`src/design/cdsd_pkg.sv`:
```
package cdsd_pkg;

  localparam int MAX_CHANNELS = 16;
  localparam int CH_W         = $clog2(MAX_CHANNELS);
  localparam int CNT_W        = 5;
  localparam int EXT_W        = (CNT_W > CH_W + 1) ? CNT_W : CH_W + 1;
  localparam int RSSI_W       = 9;
  localparam int TIME_W       = 32;
  localparam int CFG_ADDR_W   = 3;
  localparam int CFG_DATA_W   = 32;

  typedef enum logic [CFG_ADDR_W-1:0] {
    REG_THRESH      = 3'd0,
    REG_CARRIER_MIN = 3'd1,
    REG_GRACE       = 3'd2,
    REG_DWELL       = 3'd3,
    REG_STATUS_IVL  = 3'd4,
    REG_CH_COUNT    = 3'd5
  } cfg_reg_t;

  localparam logic signed [RSSI_W-1:0] THRESH_RST      = -9'sd70;
  localparam logic        [TIME_W-1:0] CARRIER_MIN_RST = 32'd5000;
  localparam logic        [TIME_W-1:0] GRACE_RST       = 32'd1000;
  localparam logic        [TIME_W-1:0] DWELL_RST       = 32'd500;
  localparam logic        [TIME_W-1:0] STATUS_IVL_RST  = 32'd300;
  localparam logic        [CNT_W-1:0]  CH_COUNT_RST    = 5'd1;

  typedef struct packed {
    logic signed [RSSI_W-1:0] thresh;
    logic        [TIME_W-1:0] carrier_min;
    logic        [TIME_W-1:0] grace;
    logic        [TIME_W-1:0] dwell;
    logic        [TIME_W-1:0] status_ivl;
    logic        [CNT_W-1:0]  ch_count;
  } cfg_t;

  typedef struct packed {
    logic signed [RSSI_W-1:0] rssi;
    logic        [TIME_W-1:0] now;
  } sample_t;

  typedef struct packed {
    logic [CH_W-1:0]   channel;
    logic              signal_present;
    logic              carrier_alarm;
    logic [TIME_W-1:0] alarm_duration;
    logic              status_due;
    logic              hop;
    logic [CH_W-1:0]   next_channel;
  } result_t;

endpackage

```
`src/design/cdsd_cfg.sv`:
```
module cdsd_cfg (
  input  logic                             clk,
  input  logic                             rst,
  input  logic                             cfg_we,
  input  logic [cdsd_pkg::CFG_ADDR_W-1:0]  cfg_addr,
  input  logic [cdsd_pkg::CFG_DATA_W-1:0]  cfg_wdata,
  output cdsd_pkg::cfg_t                   cfg
);
  import cdsd_pkg::*;

  always_ff @(posedge clk) begin
    if (rst) begin
      cfg.thresh      <= THRESH_RST;
      cfg.carrier_min <= CARRIER_MIN_RST;
      cfg.grace       <= GRACE_RST;
      cfg.dwell       <= DWELL_RST;
      cfg.status_ivl  <= STATUS_IVL_RST;
      cfg.ch_count    <= CH_COUNT_RST;
    end else if (cfg_we) begin
      unique case (cfg_reg_t'(cfg_addr))
        REG_THRESH:      cfg.thresh      <= cfg_wdata[RSSI_W-1:0];
        REG_CARRIER_MIN: cfg.carrier_min <= cfg_wdata[TIME_W-1:0];
        REG_GRACE:       cfg.grace       <= cfg_wdata[TIME_W-1:0];
        REG_DWELL:       cfg.dwell       <= cfg_wdata[TIME_W-1:0];
        REG_STATUS_IVL:  cfg.status_ivl  <= cfg_wdata[TIME_W-1:0];
        REG_CH_COUNT:    cfg.ch_count    <= cfg_wdata[CNT_W-1:0];
        default: ;  // drop writes beyond the register list
      endcase
    end
  end

endmodule

```
`src/design/cdsd_track.sv`:
```
module cdsd_track (
  input  logic              clk,
  input  logic              rst,
  input  cdsd_pkg::cfg_t    cfg,
  input  cdsd_pkg::sample_t smp,
  input  logic              adv,
  output cdsd_pkg::result_t res
);
  import cdsd_pkg::*;

  logic [CH_W-1:0]   channel_index, channel_index_next;
  logic [TIME_W-1:0] channel_entered_at, channel_entered_at_next;
  logic [TIME_W-1:0] above_since, above_since_next;
  logic              above_valid, above_valid_next;
  logic              flagged, flagged_next;
  logic [TIME_W-1:0] last_status_at, last_status_at_next;

  logic              above;
  logic [TIME_W-1:0] since_eff;
  logic [TIME_W-1:0] dur;
  logic              alarm;
  logic              flag_mid;
  logic [TIME_W-1:0] status_gap;
  logic              status;
  logic [TIME_W:0]   limit;
  logic [TIME_W-1:0] dwell_gap;
  logic              hop;
  logic [EXT_W-1:0]  cnt_eff;
  logic [EXT_W-1:0]  nxt;
  logic [CH_W-1:0]   hop_target;

  always_comb begin
    above      = smp.rssi > cfg.thresh;
    since_eff  = above_valid ? above_since : smp.now;
    dur        = smp.now - since_eff;
    alarm      = above && !flagged && (dur >= cfg.carrier_min);
    flag_mid   = flagged | alarm;

    status_gap = smp.now - last_status_at;
    status     = !flag_mid && (status_gap > cfg.status_ivl);

    // dwell stretch while present, summed without wrap
    limit      = above ? ({1'b0, cfg.carrier_min} + {1'b0, cfg.grace})
                       : {1'b0, cfg.dwell};
    dwell_gap  = smp.now - channel_entered_at;
    hop        = {1'b0, dwell_gap} > limit;

    cnt_eff = EXT_W'(cfg.ch_count);
    if (cnt_eff == '0) begin
      cnt_eff = EXT_W'(1);
    end else if (cnt_eff > EXT_W'(MAX_CHANNELS)) begin
      cnt_eff = EXT_W'(MAX_CHANNELS);
    end
    nxt        = EXT_W'(channel_index) + EXT_W'(1);
    hop_target = (nxt >= cnt_eff) ? '0 : nxt[CH_W-1:0];

    channel_index_next      = hop ? hop_target : channel_index;
    channel_entered_at_next = hop ? smp.now : channel_entered_at;
    above_since_next        = (above && !above_valid) ? smp.now : above_since;
    above_valid_next        = above && !hop;
    flagged_next            = flag_mid && !hop;
    last_status_at_next     = status ? smp.now : last_status_at;

    res.channel        = channel_index;
    res.signal_present = above;
    res.carrier_alarm  = alarm;
    res.alarm_duration = alarm ? dur : '0;
    res.status_due     = status;
    res.hop            = hop;
    res.next_channel   = channel_index_next;
  end

  always_ff @(posedge clk) begin
    if (rst) begin
      channel_index      <= '0;
      channel_entered_at <= '0;
      above_since        <= '0;
      above_valid        <= 1'b0;
      flagged            <= 1'b0;
      last_status_at     <= '0;
    end else if (adv) begin
      channel_index      <= channel_index_next;
      channel_entered_at <= channel_entered_at_next;
      above_since        <= above_since_next;
      above_valid        <= above_valid_next;
      flagged            <= flagged_next;
      last_status_at     <= last_status_at_next;
    end
  end

  a_alarm_needs_signal: assert property (@(posedge clk) disable iff (rst)
    adv && res.carrier_alarm |-> res.signal_present)
    else $error("alarm without signal present");

  a_duration_zero: assert property (@(posedge clk) disable iff (rst)
    adv && !res.carrier_alarm |-> res.alarm_duration == '0)
    else $error("alarm duration set without alarm");

  a_no_status_on_alarm: assert property (@(posedge clk) disable iff (rst)
    adv |-> !(res.carrier_alarm && res.status_due))
    else $error("status event together with alarm");

  a_hop_clears: assert property (@(posedge clk) disable iff (rst)
    adv && res.hop |=> !flagged && !above_valid)
    else $error("hop left alarm or timer state set");

  a_channel_holds: assert property (@(posedge clk) disable iff (rst)
    !adv |=> $stable(channel_index))
    else $error("channel changed without a sample");

endmodule

```
`src/design/carrier_dwell_scan_detector.sv`:
```
// A sample sits in the input register, then loads the result register; the result is
// valid once it is in the result register, and state updates with that load.
// Throughput: one sample per cycle; out_ready low stalls the input side only once
// both the input and result registers are full.
// Reset (rst, synchronous): clears channel, timers, alarm and valid flags and loads
// the register defaults.
module carrier_dwell_scan_detector (
  input  logic                                   clk,
  input  logic                                   rst,
  input  logic                                   cfg_we,
  input  logic [cdsd_pkg::CFG_ADDR_W-1:0]        cfg_addr,
  input  logic [cdsd_pkg::CFG_DATA_W-1:0]        cfg_wdata,
  input  logic                                   in_valid,
  output logic                                   in_ready,
  input  logic signed [cdsd_pkg::RSSI_W-1:0]     rssi_dbm,
  input  logic [cdsd_pkg::TIME_W-1:0]            now_ms,
  output logic                                   out_valid,
  input  logic                                   out_ready,
  output logic [cdsd_pkg::CH_W-1:0]              channel,
  output logic                                   signal_present,
  output logic                                   carrier_alarm,
  output logic [cdsd_pkg::TIME_W-1:0]            alarm_duration_ms,
  output logic                                   status_due,
  output logic                                   hop,
  output logic [cdsd_pkg::CH_W-1:0]              next_channel
);
  import cdsd_pkg::*;

  cfg_t    cfg;
  sample_t s1;
  logic    s1_valid;
  result_t res;
  result_t out_res;
  logic    out_load;
  logic    adv;

  cdsd_cfg u_cfg (
    .clk       (clk),
    .rst       (rst),
    .cfg_we    (cfg_we),
    .cfg_addr  (cfg_addr),
    .cfg_wdata (cfg_wdata),
    .cfg       (cfg)
  );

  cdsd_track u_track (
    .clk (clk),
    .rst (rst),
    .cfg (cfg),
    .smp (s1),
    .adv (adv),
    .res (res)
  );

  assign out_load = !out_valid || out_ready;
  assign adv      = s1_valid && out_load;
  assign in_ready = !s1_valid || adv;

  always_ff @(posedge clk) begin
    if (rst) begin
      s1_valid  <= 1'b0;
      out_valid <= 1'b0;
    end else begin
      if (in_ready) begin
        s1_valid <= in_valid;
      end
      if (out_load) begin
        out_valid <= s1_valid;
      end
    end
  end

  // payload registers: load on transfer only
  always_ff @(posedge clk) begin
    if (in_valid && in_ready) begin
      s1.rssi <= rssi_dbm;
      s1.now  <= now_ms;
    end
    if (adv) begin
      out_res <= res;
    end
  end

  assign channel           = out_res.channel;
  assign signal_present    = out_res.signal_present;
  assign carrier_alarm     = out_res.carrier_alarm;
  assign alarm_duration_ms = out_res.alarm_duration;
  assign status_due        = out_res.status_due;
  assign hop               = out_res.hop;
  assign next_channel      = out_res.next_channel;

endmodule
```
`config.mk`:
```
export PLATFORM = sky130hd
export DESIGN_NAME = carrier_dwell_scan_detector
export DESIGN_NICKNAME = d
export VERILOG_FILES = /design/src/design/cdsd_pkg.sv /design/src/design/cdsd_cfg.sv /design/src/design/cdsd_track.sv /design/src/design/carrier_dwell_scan_detector.sv
export SDC_FILE = /design/constraint.sdc
export NUM_CORES = 1
export LEC_CHECK = 0
export ABC_AREA = 1
export BUFFER_PORTS_ARGS = -buffer_cell sky130_fd_sc_hd__buf_2
export CORE_UTILIZATION = 45
export DETAILED_ROUTE_END_ITERATION = 10
export REMOVE_ABC_BUFFERS = 1
export SETUP_SLACK_MARGIN = 0.1
export SLEW_MARGIN = 5
export SYNTH_ARGS = -nofsm -noshare
export SYNTH_HDL_FRONTEND = slang
export SYNTH_SLANG_ARGS = --single-unit
export TNS_END_PERCENT = 1
```
`constraint.sdc`:
```
create_clock -name clk -period 6.67 [get_ports clk]
set_input_delay 1.334 -clock clk [delete_from_list [all_inputs] [get_ports clk]]
set_output_delay 1.334 -clock clk [all_outputs]
set_load 0.02 [all_outputs]
```
# Word-level counts from Yosys, hierarchy flattened
# Index checks and enable logic that the tools add are counted.
dict set report classes {
  mul 0
  order_cmp 6
  bitwise_logic 1
  n_eq_ne 5
  n_shift 0
  div 0
  add_sub_neg 5
  reduce_logical 27
  n_mux 6
}
# operator count
set op_table {}
lappend op_table {{$sub 32x32->32} 3}
lappend op_table {{$add 32x32->33} 1}
lappend op_table {{$gt 32x33->1} 1}
lappend op_table {{$mux 33} 1}
lappend op_table {{$ge 32x32->1} 1}
lappend op_table {{$gt 32x32->1} 1}
lappend op_table {{$mux 32} 1}
lappend op_table {{$reduce_and 2->1} 9}
lappend op_table {{$mux 5} 2}
lappend op_table {{$gt 9x9->1} 1}
lappend op_table {{$logic_and 1x1->1} 8}
lappend op_table {{$mux 4} 2}
lappend op_table {{$eq 3x2->1 const B} 2}
lappend op_table {{$eq 3x3->1 const B} 2}
lappend op_table {{$logic_not 1->1} 6}
lappend op_table {{$add 4x1->5 const B} 1}
lappend op_table {{$ge 5x5->1} 1}
lappend op_table {{$gt 5x5->1 const B} 1}
lappend op_table {{$logic_not 5->1} 1}
lappend op_table {{$eq 3x1->1 const B} 1}
lappend op_table {{$logic_not 3->1} 1}
lappend op_table {{$logic_or 1x1->1} 2}
lappend op_table {{$or 1x1->1} 1}
dict set report word_totals {
  latch_bits 0
  n_memories 0
  ramBits 0
  reg_bits 331
  out_inout_bits 46
  wordCells 73
  input_bits 81
  rom_bits 0
}

# Longest topological paths before layout
# Gate-level depths: netlist of run 1.
dict set report depth {
  depth_word 8
  ltp_mapped 34
  mapped_depth_nobuf 32
}

# Cells and area by module
# A second synthesis of run 1 with hierarchy kept.
dict set report unflattened {
  cells_unflattened 3250
  hier_area_um2 22728.0
}
# mod area_per_inst_um2 seq_area_each_um2 instances cells_per_inst
set by_module_without_submodules {}
lappend by_module_without_submodules {cdsd_track 14521.4 2042.0 1 2364}
lappend by_module_without_submodules {cdsd_cfg 5562.8 2842.7 1 789}
lappend by_module_without_submodules {carrier_dwell_scan_detector 2643.8 2592.5 1 97}

# Worst setup path before layout of run 1
# Ideal clock, no wire load.
dict set report synth_timing {
  kind {flip-flop to flip-flop}
  start {register u_track.above_valid}
  end {register u_track.last_status_at[24]}
  required_ns 6.557
  arrival_time_ns 4.327
  synth_period_minus_slack_ns 4.440
  path_slack_ns 2.230
  path_stages_with_launch 32
  cell_sequence {dfxtp_1 clkbuf_1 clkbuf_1 nand2_1 o21ai_0 ha_1 inv_1 fa_1 nand2_1 nand2_1 o21ai_1 o21ai_2 a21oi_1 o21ai_1 nand3_1 a21boi_1 nor2_1 xor2_1 inv_1 ha_1 nand2_1 nor3_1 nand3_1 nor4_1 nand4_1 nand3_1 nand3_2 nand3_2 buf_2 nand2_1 nand2_1 nor2_1}
}
dict set report synth_between {
  elab_chain_cells 8
}
# element line
set synth_lines {}
lappend synth_lines {{start, declared} cdsd_track.sv:14} ;# logic above_valid, above_valid_next;
lappend synth_lines {{start signal, assigned} cdsd_track.sv:85} ;# above_valid <= above_valid_next;
lappend synth_lines {{$mux 32} cdsd_track.sv:34} ;# since_eff = above_valid ? above_since : smp.now;
lappend synth_lines {{$sub 32x32->32} cdsd_track.sv:35} ;# dur = smp.now - since_eff;
lappend synth_lines {{net u_track.dur[20]} cdsd_track.sv:20} ;# logic [TIME_W-1:0] dur;
lappend synth_lines {{$ge 32x32->1} cdsd_track.sv:36} ;# alarm = above && !flagged && (dur >= cfg.carrier_min);
lappend synth_lines {{$logic_and 1x1->1} cdsd_track.sv:36}
lappend synth_lines {{$or 1x1->1} cdsd_track.sv:37} ;# flag_mid = flagged | alarm;
lappend synth_lines {{$logic_not 1->1} cdsd_track.sv:40} ;# status = !flag_mid && (status_gap > cfg.status_ivl);
lappend synth_lines {{$logic_and 1x1->1} cdsd_track.sv:40}
lappend synth_lines {{$reduce_and 2->1 (no line)} -}
lappend synth_lines {{end signal, assigned} cdsd_track.sv:87} ;# last_status_at <= last_status_at_next;
lappend synth_lines {{end, declared} cdsd_track.sv:16} ;# logic [TIME_W-1:0] last_status_at, last_status_at_next;
# The timed path passes the listed nets, and every way through them passes these cells.
# A chain may end at the register's enable or synchronous reset.

# Worst setup path in the final report of run 1
dict set report layout_timing {
  start {register u_track.above_valid}
  end {register u_track.last_status_at[11]}
}
# The elaborated chain is that of the path after synthesis.

==> impl_results.md, run 1 <==
- Setup TNS Final: 0 ps
- CTS Root Cell: clkbuf_16
- Initial drt markers: 1496
- Post-synthesis async set-or-reset flop share: 0%
- Worst Path Arrival: 6140 ps
- P_leak: 11.2 nW
- Tightest Pin Transition: 1050 ps
- Final worst-path cycle share: 85.3%
- Synth top area share: 22.6%
- Max Slew Vio Count: 0
- Relative slew slack: 29.7%
- Worst-Skew Late Latency: 570 ps
- Initial antenna violation count: 4
- Overflow after GRT: 0
- Min Tclk post-route: 5690 ps
- First-pass iteration count of the detailed router: 5
- Die height: 222 um
- Die Wd: 222 um
- Fillers: 4674
- Peak VDD IR: 0.217 mV
- Cells after Synth: 3022
- Io pins: 127
- Data required, critical path: 7130 ps
- Row cnt: 80
- Wirelength, routed: 68700 um
- Critical path startpoint category: register
- Layout Utilization: 51.2%
- Status: finished, final reports clean
- Vias: 20300
- Predominant post-synthesis flop cell: dfxtp_1
- Yosys warns: 0
- Hold Path Class: register to register
- Final ANT Viol Nets: 0
- Reg clk slew, reported paths: 60 ps
- Max Freq: 176 MHz
- Leading area contributor after synthesis: dfxtp_1
- Final hold violations: 0
- Storage cell area: 0.00748 mm2
- Synth unique cells: 51
- Count of flip-flops with a built-in enable after synthesis: 85
- Final setup violating endpoints: 0
- NumNets Final: 3435
- Multi-input gate area: 0.0123 mm2
- Synthesized area: 0.0218 mm2
- P&R area growth vs syn: 12.0%
- Core box area: 0.0477 mm2
- Crit-path max FO: 65
- CTS Buf Count: 41
- Seq/Total Area, Yosys: 34.3%
- Max Root-Sink Buffers: 3
- Crit-path slowest cell: dfxtp_4
- Vias per Instance: 5.40
- Initial core utilization: 45.7%
- Number of I/O port buffers: 126
- Pwr Density: 314 mW/mm2
- Main area contributors after synthesis: dfxtp_1 (23%), ha_1 (14%), edfxtp_1 (12%), nand2_1 (9.5%), inv_1 (7.5%)
- Vias in the first global route: 19500
- Crit-path max cell delay: 700 ps
- Crit Path Class: register to register
- Dpl cells: 3686
- Total Routing Usage GR: 27.5%
- CP most frequent cell: nand2_1
- DRC violations left: 0
- Ant diodes: 0
- GP Congestion: 0.922
- Total chip power: 0.00768 W
- Layout cell share with drive strength beyond 1: 7.50%
- Routed WL per cell: 18.3 um
- Syn avg cell area: 7.22 um2
- Hpwl dp: 52900 um
- First-pass GRT wire length: 106000 um
- CP Capture Type: register
- Total Die Area: 0.0494 mm2
- Unrepaired setup endpoints after global routing: no
- CTS tree: yes
- Max Cap Viol: 0
- Worst Skew: 20.3 ps
- TritonCTS Sinks: 331
- Largest net degree at the start of global routing: 87
- #FFs+latches synth: 331
- Fin cells: 3761
- # H-tree levels: 2
- Post-CTS Setup Inserts: 0
[synthesized netlist by cell type, types with 2 or more instances]
cell and number:
a21boi_0 6, a21boi_1 5, a21o_1 10, a21oi_1 319, a21oi_2 4, a221oi_1 4
a31oi_1 11, and2_1 3, buf_1 3, buf_2 12, buf_6 3, clkbuf_1 74
clkinv_1 2, dfxtp_1 246, edfxtp_1 85, fa_1 4, ha_1 236, inv_1 437
inv_2 3, nand2_1 551, nand2_2 3, nand3_1 69, nand3_2 3, nand3b_1 6
nand4_1 56, nor2_1 341, nor3_1 29, nor4_1 16, o211ai_1 27, o21a_1 7
o21ai_0 300, o21ai_1 7, o21ai_2 2, o21bai_1 16, o22ai_1 2, or2_2 5
xnor2_1 32, xor2_1 70
[repair_timing]
item                                    4_1_cts  5_1_grt
gates resized for setup                       0        1
endpoints found under the setup margin        0       32
hold buffers                                  0        0
[cells by family after synthesis]
| logic type | Yosys count | synth area share, % |
|---|---|---|
| buffers and inverters | 535 | 9.39 |
| adder cells (fa/ha/maj) | 240 | 13.9 |
| XOR/XNOR | 102 | 4.09 |
| flip-flops | 331 | 34.3 |
| AO/OA/AOI/OAI | 725 | 17.8 |
| AND/OR/NAND/NOR | 1089 | 20.6 |
[metrics by stage]
stage          setup WS (ps)  hold slack (ps)  instance area (um2)
2_1_floorplan           1030              424                21400
3_3_place_gp             825              434                23000
3_5_place_dp             598              439                23000
4_1_cts                  547              452                24400
5_1_grt                  337              472                24400
6_report                 983              451                24400
[final timing paths]
| kind | from | end | slack [ps] | cells past startpoint |
|---|---|---|---|---|
| setup / recovery | u_track.above_valid | u_track.last_status_at[11] | 980 | 28 |
| hold reg to reg | u_cfg.cfg[44] | u_cfg.cfg[44] | 450 | 2 |
| hold / removal | u_cfg.cfg[44] | u_cfg.cfg[44] | 450 | 2 |
| setup reg to reg | u_track.above_valid | u_track.last_status_at[11] | 980 | 28 |
[power breakdown]
group	internal (W)	switching, W
Sequential	0.00225	0.0000965
Clock	0.00153	0.000926
Combinational	0.000994	0.00187
[final cells by class]
cell class              count  share of cell area [%]
repair buffers            142                    3.07
flip-flops and latches    331                    30.6
clock buffers              52                    4.57
clock inverters            23                    1.43
multi-input cells        2156                    50.4
well taps                 615                    3.15
inverters                 442                    6.81
[state kept, by name (all words and copies together), names as in the netlist]
register	count
u_track.above_since	32
signal_present	1
hop	1
carrier_alarm	1
u_cfg.cfg	142
s1_valid	1
alarm_duration_ms	32
out_valid	1
u_track.flagged	1
u_track.last_status_at	32
next_channel	4
status_due	1
s1	41
channel	4
u_track.channel_index	4
u_track.channel_entered_at	32
u_track.above_valid	1
[per-layer routing]
metal  GRT usage, %  up-vias  share of wire (%)
li1               -    10200                  -
met1           37.6     9473                 47
met2           45.2      545                 45
met3           3.28      122                5.5
met4           8.69        0                2.8
met5              0        -                  0
[critical path, delay by kind of cell (launching register included)]
family | cells | cell delay (ps)
fa+ha+maj | 3 | 690
simple gates | 15 | 1910
compound gates | 6 | 1280
flops | 1 | 700
buf+inv | 3 | 710
xor+xnor | 1 | 220
[placed cells by master (no fill, tap or decap), types with 3 or more instances in the layout]
cell type / instances
nor2_1: 340
or2_2: 5
o21bai_1: 16
a21boi_1: 5
inv_1: 434
xnor2_1: 32
bufinv_16: 9
xor2_1: 70
a221oi_1: 4
nand3_2: 3
nor3_1: 29
edfxtp_1: 85
inv_6: 4
o211ai_1: 27
a21o_1: 10
clkbuf_16: 41
ha_1: 236
nand4_1: 56
nand3b_1: 6
clkbuf_1: 6
a21oi_1: 319
inv_2: 3
a21boi_0: 6
nand3_1: 69
nand2_1: 550
o21ai_0: 300
o21a_1: 7
and2_1: 3
clkinv_1: 7
nor4_1: 16
dfxtp_1: 245
buf_4: 16
fa_1: 4
a31oi_1: 11
buf_2: 126
o21ai_1: 7
clkinv_2: 7
nand2_2: 4
a21oi_2: 4
clkbuf_8: 5
(Power assumes the default switching activity.)
==> run 2, diff against run 1 <==
--- a/config.mk
+++ b/config.mk
@@ -5,10 +5,10 @@
 export SDC_FILE = /design/constraint.sdc
 export NUM_CORES = 1
 export LEC_CHECK = 0
-export ABC_AREA = 1
 export BUFFER_PORTS_ARGS = -buffer_cell sky130_fd_sc_hd__buf_2
-export CORE_UTILIZATION = 45
+export CORE_UTILIZATION = 50
 export DETAILED_ROUTE_END_ITERATION = 10
+export PLACE_DENSITY = 0.68
 export REMOVE_ABC_BUFFERS = 1
 export SETUP_SLACK_MARGIN = 0.1
 export SLEW_MARGIN = 5
==> impl_results.md, run 2 <==
- Largest register FFs: 142
- Hold Path Class: register to register
- Leading area contributor after synthesis: dfxtp_1
- Die Wd: 208 um
- Core box area: 0.0419 mm2
- # H-tree levels: 2
- Relative slew slack: 33.5%
- Vias: 18500
- R2r setup slk: 490 ps
- Power Internal: 0.00418 W
- Reg power frac: 35.6%
- Clk pwr share: 34.2%
- Crit-path max FO: 17
- Reg clk slew, reported paths: 60 ps
- Final setup violating endpoints: 0
- First-pass GRT wire length: 97900 um
- Commonest cells post-synth: nand2_1 (393), a21oi_1 (342), dfxtp_1 (246)
- Critical path destination: alarm_duration_ms[25]
- CTS Root Cell: clkbuf_16
- Max Root-Sink Buffers: 3
- Hpwl dp: 46100 um
- Total Routing Usage GR: 28.9%
- R2r worst-path depth: 20
- NumNets Final: 2933
- Initial drt markers: 1445
- Overflow after GRT: 0
- P_leak: 9.53 nW
- Switching share of power: 33.9%
- Pwr Density: 268 mW/mm2
- TritonCTS Sinks: 331
- CTS Buf Count: 39
- Post-synthesis async set-or-reset flop share: 0%
- P&R area growth vs syn: 11.4%
- Predominant post-synthesis flop cell: dfxtp_1
- Largest regs: u_cfg.cfg x142, s1 x41
- Final worst-path cycle share: 92.7%
- First-pass iteration count of the detailed router: 5
- Critical path startpoint category: register
- Synthesized area: 0.0212 mm2
- Setup TNS Final: 0 ps
- Worst Path Arrival: 6600 ps
- Max Freq: 162 MHz
- Status: finished, final reports clean
- Main area contributors after synthesis: dfxtp_1 (23%), ha_1 (14%), edfxtp_1 (12%), a21oi_1 (8.1%), nand2_1 (7.0%)
- Logic pwr share: 30.1%
- Unrepaired setup endpoints after global routing: no
- Data required, critical path: 7090 ps
- Count of flip-flops with a built-in enable after synthesis: 85
- CTS tree: yes
- Largest Register: u_cfg.cfg
- Post-CTS Setup Inserts: 0
- CP Capture Type: register
- Vias per Instance: 5.81
- Total Die Area: 0.0433 mm2
- Io pins: 127
- Hold-fix buffers, CTS: 0
- Most common cell after layout, fill and taps aside: nand2_1
- Largest net degree at the start of global routing: 162
- GP Congestion: 0.957
- Min-delay src: u_cfg.cfg[53]
- Crit Path Class: register to register
- Row cnt: 75
- #FFs+latches synth: 331
- Die height: 208 um
- Final hold violations: 0
- Commonest non-fill, non-tap cells in the layout: nand2_1 (393), a21oi_1 (342), dfxtp_1 (245)
- Fin cells: 3183
- Final ANT Viol Nets: 0
- Most frequent cell after synthesis: nand2_1
- Tightest Pin Transition: 972 ps
- Max Slew Vio Count: 0
- Crit Reg-Reg Startpoint: u_track.above_valid
- Sw power: 0.00215 W
- Wirelength, routed: 63100 um
- Peak VDD IR: 0.232 mV
- Layout cell share with drive strength beyond 1: 9.20%
- DRC violations left: 0
- Synth unique cells: 77
- Cells after Synth: 2524
- Vias in the first global route: 17600
- Dpl cells: 3110
- Yosys warns: 0
- Syn avg cell area: 8.41 um2
- Routed WL per cell: 19.8 um
- Initial antenna violation count: 2
- Min Tclk post-route: 6180 ps
- Worst Skew: 30.0 ps
- Max Cap Viol: 0
- Worst-Skew Late Latency: 570 ps
- Hold WS: 454 ps
- Seq/Total Area, Yosys: 35.2%
- Synth top area share: 23.2%
- Reg2reg end: alarm_duration_ms[25]
- Initial core utilization: 50.6%
- Crit path launch: u_track.above_valid
- Number of I/O port buffers: 126
-- run 2: how the worst min path moves through the flow --
stage / to / slack, ps / cells after the start
6_report: u_cfg.cfg[53] / 450 / 2
3_5_place_dp: u_cfg.cfg[40] / 450 / 2
2_1_floorplan: u_cfg.cfg[40] / 430 / 2
4_1_cts: u_cfg.cfg[40] / 450 / 2
5_1_grt: u_track.above_since[8] / 470 / 2
3_3_place_gp: u_cfg.cfg[50] / 440 / 2
-- run 2: cells by family after synthesis --
family / share of synthesized area (%)
AND/OR/NAND/NOR: 17.5
AO/OA/AOI/OAI: 19.4
flip-flops: 35.2
buffers and inverters: 5.04
adder cells (fa/ha/maj): 14.3
XOR/XNOR: 4.62
multiplexers: 3.89
-- run 2: layout make-up --
class	instances	area (um2)
Timing Repair Buffer	149	825
Fill cell	3827	18300
Clock inverter	17	119
Inverter	169	636
Antenna cell	2	5.00
Sequential cell	331	7480
Clock buffer	54	1180
Multi-Input combinational cell	1922	12700
Tap cell	539	674
-- run 2: metal layers --
layer / GRT usage (%) / routed length, um / vias to the layer above
li1: - / - / 9008
met1: 39.4 / 28400 / 8819
met2: 46.7 / 28700 / 562
met3: 4.11 / 4070 / 106
met4: 9.86 / 1910 / 2
met5: 0 / 10 / -
-- run 2: critical path: stages (launching register included) --
cell	delay, ps
dfxtp_2	410
buf_4	340
mux2i_1	230
ha_1	330
a21oi_1	310
o211a_1	300
o221ai_1	170
a211oi_2	500
o21bai_1	240
o311a_1	370
o41ai_2	250
xnor2_1	170
ha_1	320
nand4_1	80
nor2_1	250
o31ai_1	120
a31oi_1	220
o31ai_2	110
buf_4	230
a2111oi_0	850
buf_4	230
-- run 2: power groups by stage --
| stage | Combinational, W | Clock (W) | Sequential [W] |
|---|---|---|---|
| 3_5_place_dp | 0.00187 | 0 | 0.00230 |
| 5_1_grt | 0.00209 | 0.00227 | 0.00227 |
| 3_3_place_gp | 0.00181 | 0 | 0.00229 |
| 2_1_floorplan | 0.00123 | 0 | 0.00231 |
| 4_1_cts | 0.00188 | 0.00220 | 0.00226 |
| 6_report | 0.00191 | 0.00217 | 0.00226 |
-- run 2: per-stage QoR --
stage	utilization [%]	area [um2]	total power, W	setup slack (ps)
floorplan	-	20800	0.00354	-1600
global placement	53.2	22300	0.00411	511
detailed placement	53.2	22300	0.00416	347
CTS	56.3	23600	0.00633	291
global route	56.3	23600	0.00663	139
finish	56.3	23600	0.00633	490
-- run 2: repair_timing --
action / 4_1_cts / 5_1_grt
endpoints found under the hold margin: 0 / 0
gates resized for setup: 0 / 1
endpoints found under the setup margin: 0 / 32
==> run 3, diff against run 2 <==
--- a/config.mk
+++ b/config.mk
@@ -8,6 +8,8 @@
 export BUFFER_PORTS_ARGS = -buffer_cell sky130_fd_sc_hd__buf_2
 export CORE_UTILIZATION = 50
 export DETAILED_ROUTE_END_ITERATION = 10
+export HOLD_SLACK_MARGIN = 0.1
+export MAX_ROUTING_LAYER = met4
 export PLACE_DENSITY = 0.68
 export REMOVE_ABC_BUFFERS = 1
 export SETUP_SLACK_MARGIN = 0.1
==> impl_results.md, run 3 (synthesis gave the netlist of run 2 again) <==
- Status: finished, final reports clean
- Total Routing Usage GR: 29.7%
- NumNets Final: 2938
- Overflow after GRT: 0
- Reg2reg end: alarm_duration_ms[25]
- Critical path startpoint category: register
- Worst-Skew Late Latency: 590 ps
- Crit Reg-Reg Startpoint: u_track.above_valid
- Largest Register: u_cfg.cfg
- Max Root-Sink Buffers: 3
- P&R area growth vs syn: 12.0%
- Peak VDD IR: 0.225 mV
- Tightest Pin Transition: 1150 ps
- P_leak: 9.59 nW
- Core box area: 0.0419 mm2
- CTS Buf Count: 40
- Layout cell share with drive strength beyond 1: 9.36%
- Fin cells: 3190
- CTS tree: yes
- Row cnt: 75
- Wirelength, routed: 63400 um
- R2r worst-path depth: 20
- Largest regs: u_cfg.cfg x142, s1 x41
- Post-CTS Setup Inserts: 0
- Io pins: 127
- Max Cap Viol: 0
- Vias: 18600
- Data required, critical path: 7120 ps
- First-pass iteration count of the detailed router: 9
- Min Tclk post-route: 6200 ps
- Vias in the first global route: 17500
- Vias per Instance: 5.83
- Post-cts sizing count: 0
- Initial antenna violation count: 2
- Final setup violating endpoints: 0
- Hpwl dp: 46200 um
- R2r setup slk: 470 ps
- Min-delay src: u_cfg.cfg[40]
- Die Wd: 208 um
- Storage cell area: 0.00748 mm2
- TritonCTS Sinks: 331
- Relative slew slack: 23.2%
- CTS Root Cell: clkbuf_16
- Max Slew Vio Count: 0
- Routed WL per cell: 19.9 um
- First-pass GRT wire length: 97400 um
- Worst Skew: 23.2 ps
- DRC violations left: 0
- Hold-fix buffers, CTS: 0
- Die height: 208 um
- Largest register FFs: 142
- Reg clk slew, reported paths: 60 ps
- Crit Path Class: register to register
- Most common cell after layout, fill and taps aside: nand2_1
- Pwr Density: 272 mW/mm2
- Initial core utilization: 50.6%
- Initial drt markers: 1571
- Largest net degree at the start of global routing: 166
- Multi-input gate area: 0.0127 mm2
- Hold Path Class: register to register
- Total Die Area: 0.0433 mm2
- Unrepaired setup endpoints after global routing: yes
- # H-tree levels: 2
- Hold Path Depth: 2
- Endpoint, Worst Hold: u_cfg.cfg[40]
- Final hold violations: 0
- CP Capture Type: register
- Max Freq: 161 MHz
- Fillers: 3835
- Final worst-path cycle share: 93.0%
- Final ANT Viol Nets: 0
- Dpl cells: 3114
- Hold WS: 453 ps
- Crit-path max FO: 31
- Worst Path Arrival: 6650 ps
- Commonest non-fill, non-tap cells in the layout: nand2_1 (393), a21oi_1 (342), dfxtp_1 (245)
- Number of I/O port buffers: 126
- GP Congestion: 0.967
## run 3: cell count changes in the layout (fill, tap and decap cells not counted), sizes merged
cell	before	now
clkinv	14	9
clkbuf	55	57
inv	169	172
bufinv	1	3
clkinvlp	2	3
buf	148	152
## run 3: stage by stage
stage	setup TNS, ps	utilization [%]	worst slack (ps)	cell area [um2]	power [W]
global placement	0	53.3	519	22400	0.00412
detailed placement	0	53.3	390	22400	0.00417
global route	0	56.6	64.1	23800	0.00676
floorplan	-57170	-	-1600	20800	0.00354
CTS	0	56.6	321	23800	0.00646
finish	0	56.6	469	23800	0.00646
## run 3: worst max-delay path by stage
stage | startpoint | endpoint | slack (ps) | depth (start not counted)
4_1_cts | s1[0] | u_track.last_status_at[10] | 320 | 20
3_5_place_dp | s1[0] | u_track.last_status_at[5] | 390 | 20
3_3_place_gp | u_track.above_valid | alarm_duration_ms[25] | 520 | 20
6_report | u_track.above_valid | alarm_duration_ms[25] | 470 | 20
2_1_floorplan | u_cfg.cfg[139] | u_track.channel_index[2] | -1600 | 19
5_1_grt | u_track.above_valid | alarm_duration_ms[25] | 60 | 20
## run 3: layout make-up
class | instances | area share, %
diodes | 2 | 0.0211
clock buffers | 56 | 4.94
clock inverters | 18 | 0.864
inverters | 169 | 2.68
multi-input cells | 1922 | 53.5
flip-flops and latches | 331 | 31.5
well taps | 539 | 2.84
repair buffers | 153 | 3.65
## run 3: routing by layer
| metal | global-route usage (%) | share of wire [%] | vias up |
|---|---|---|---|
| met5 | - | 0 | - |
| met4 | 11.9 | 3.5 | 0 |
| met3 | 3.40 | 6.8 | 131 |
| li1 | - | - | 9022 |
| met2 | 45.8 | 45 | 654 |
| met1 | 39.7 | 45 | 8800 |
## run 3: report_power, final
| group | switching, W | internal [W] | total, W |
|---|---|---|---|
| clock network | 0.000928 | 0.00136 | 0.00229 |
| registers | 0.0000661 | 0.00219 | 0.00225 |
| logic | 0.00119 | 0.000729 | 0.00192 |
## run 3: worst max-delay path: stages, from the launching register on
cell	delay, ps
dfxtp_2	410
buf_4	500
mux2i_1	160
ha_1	360
and2_1	220
nand3_1	210
a2111oi_2	690
a211oi_2	310
o21bai_1	360
o311a_1	230
nor2_1	70
xnor2_1	170
ha_1	320
nand4_1	100
nor2_1	270
o31ai_1	120
a31oi_1	240
o31ai_2	120
buf_4	220
a2111oi_0	770
buf_4	220
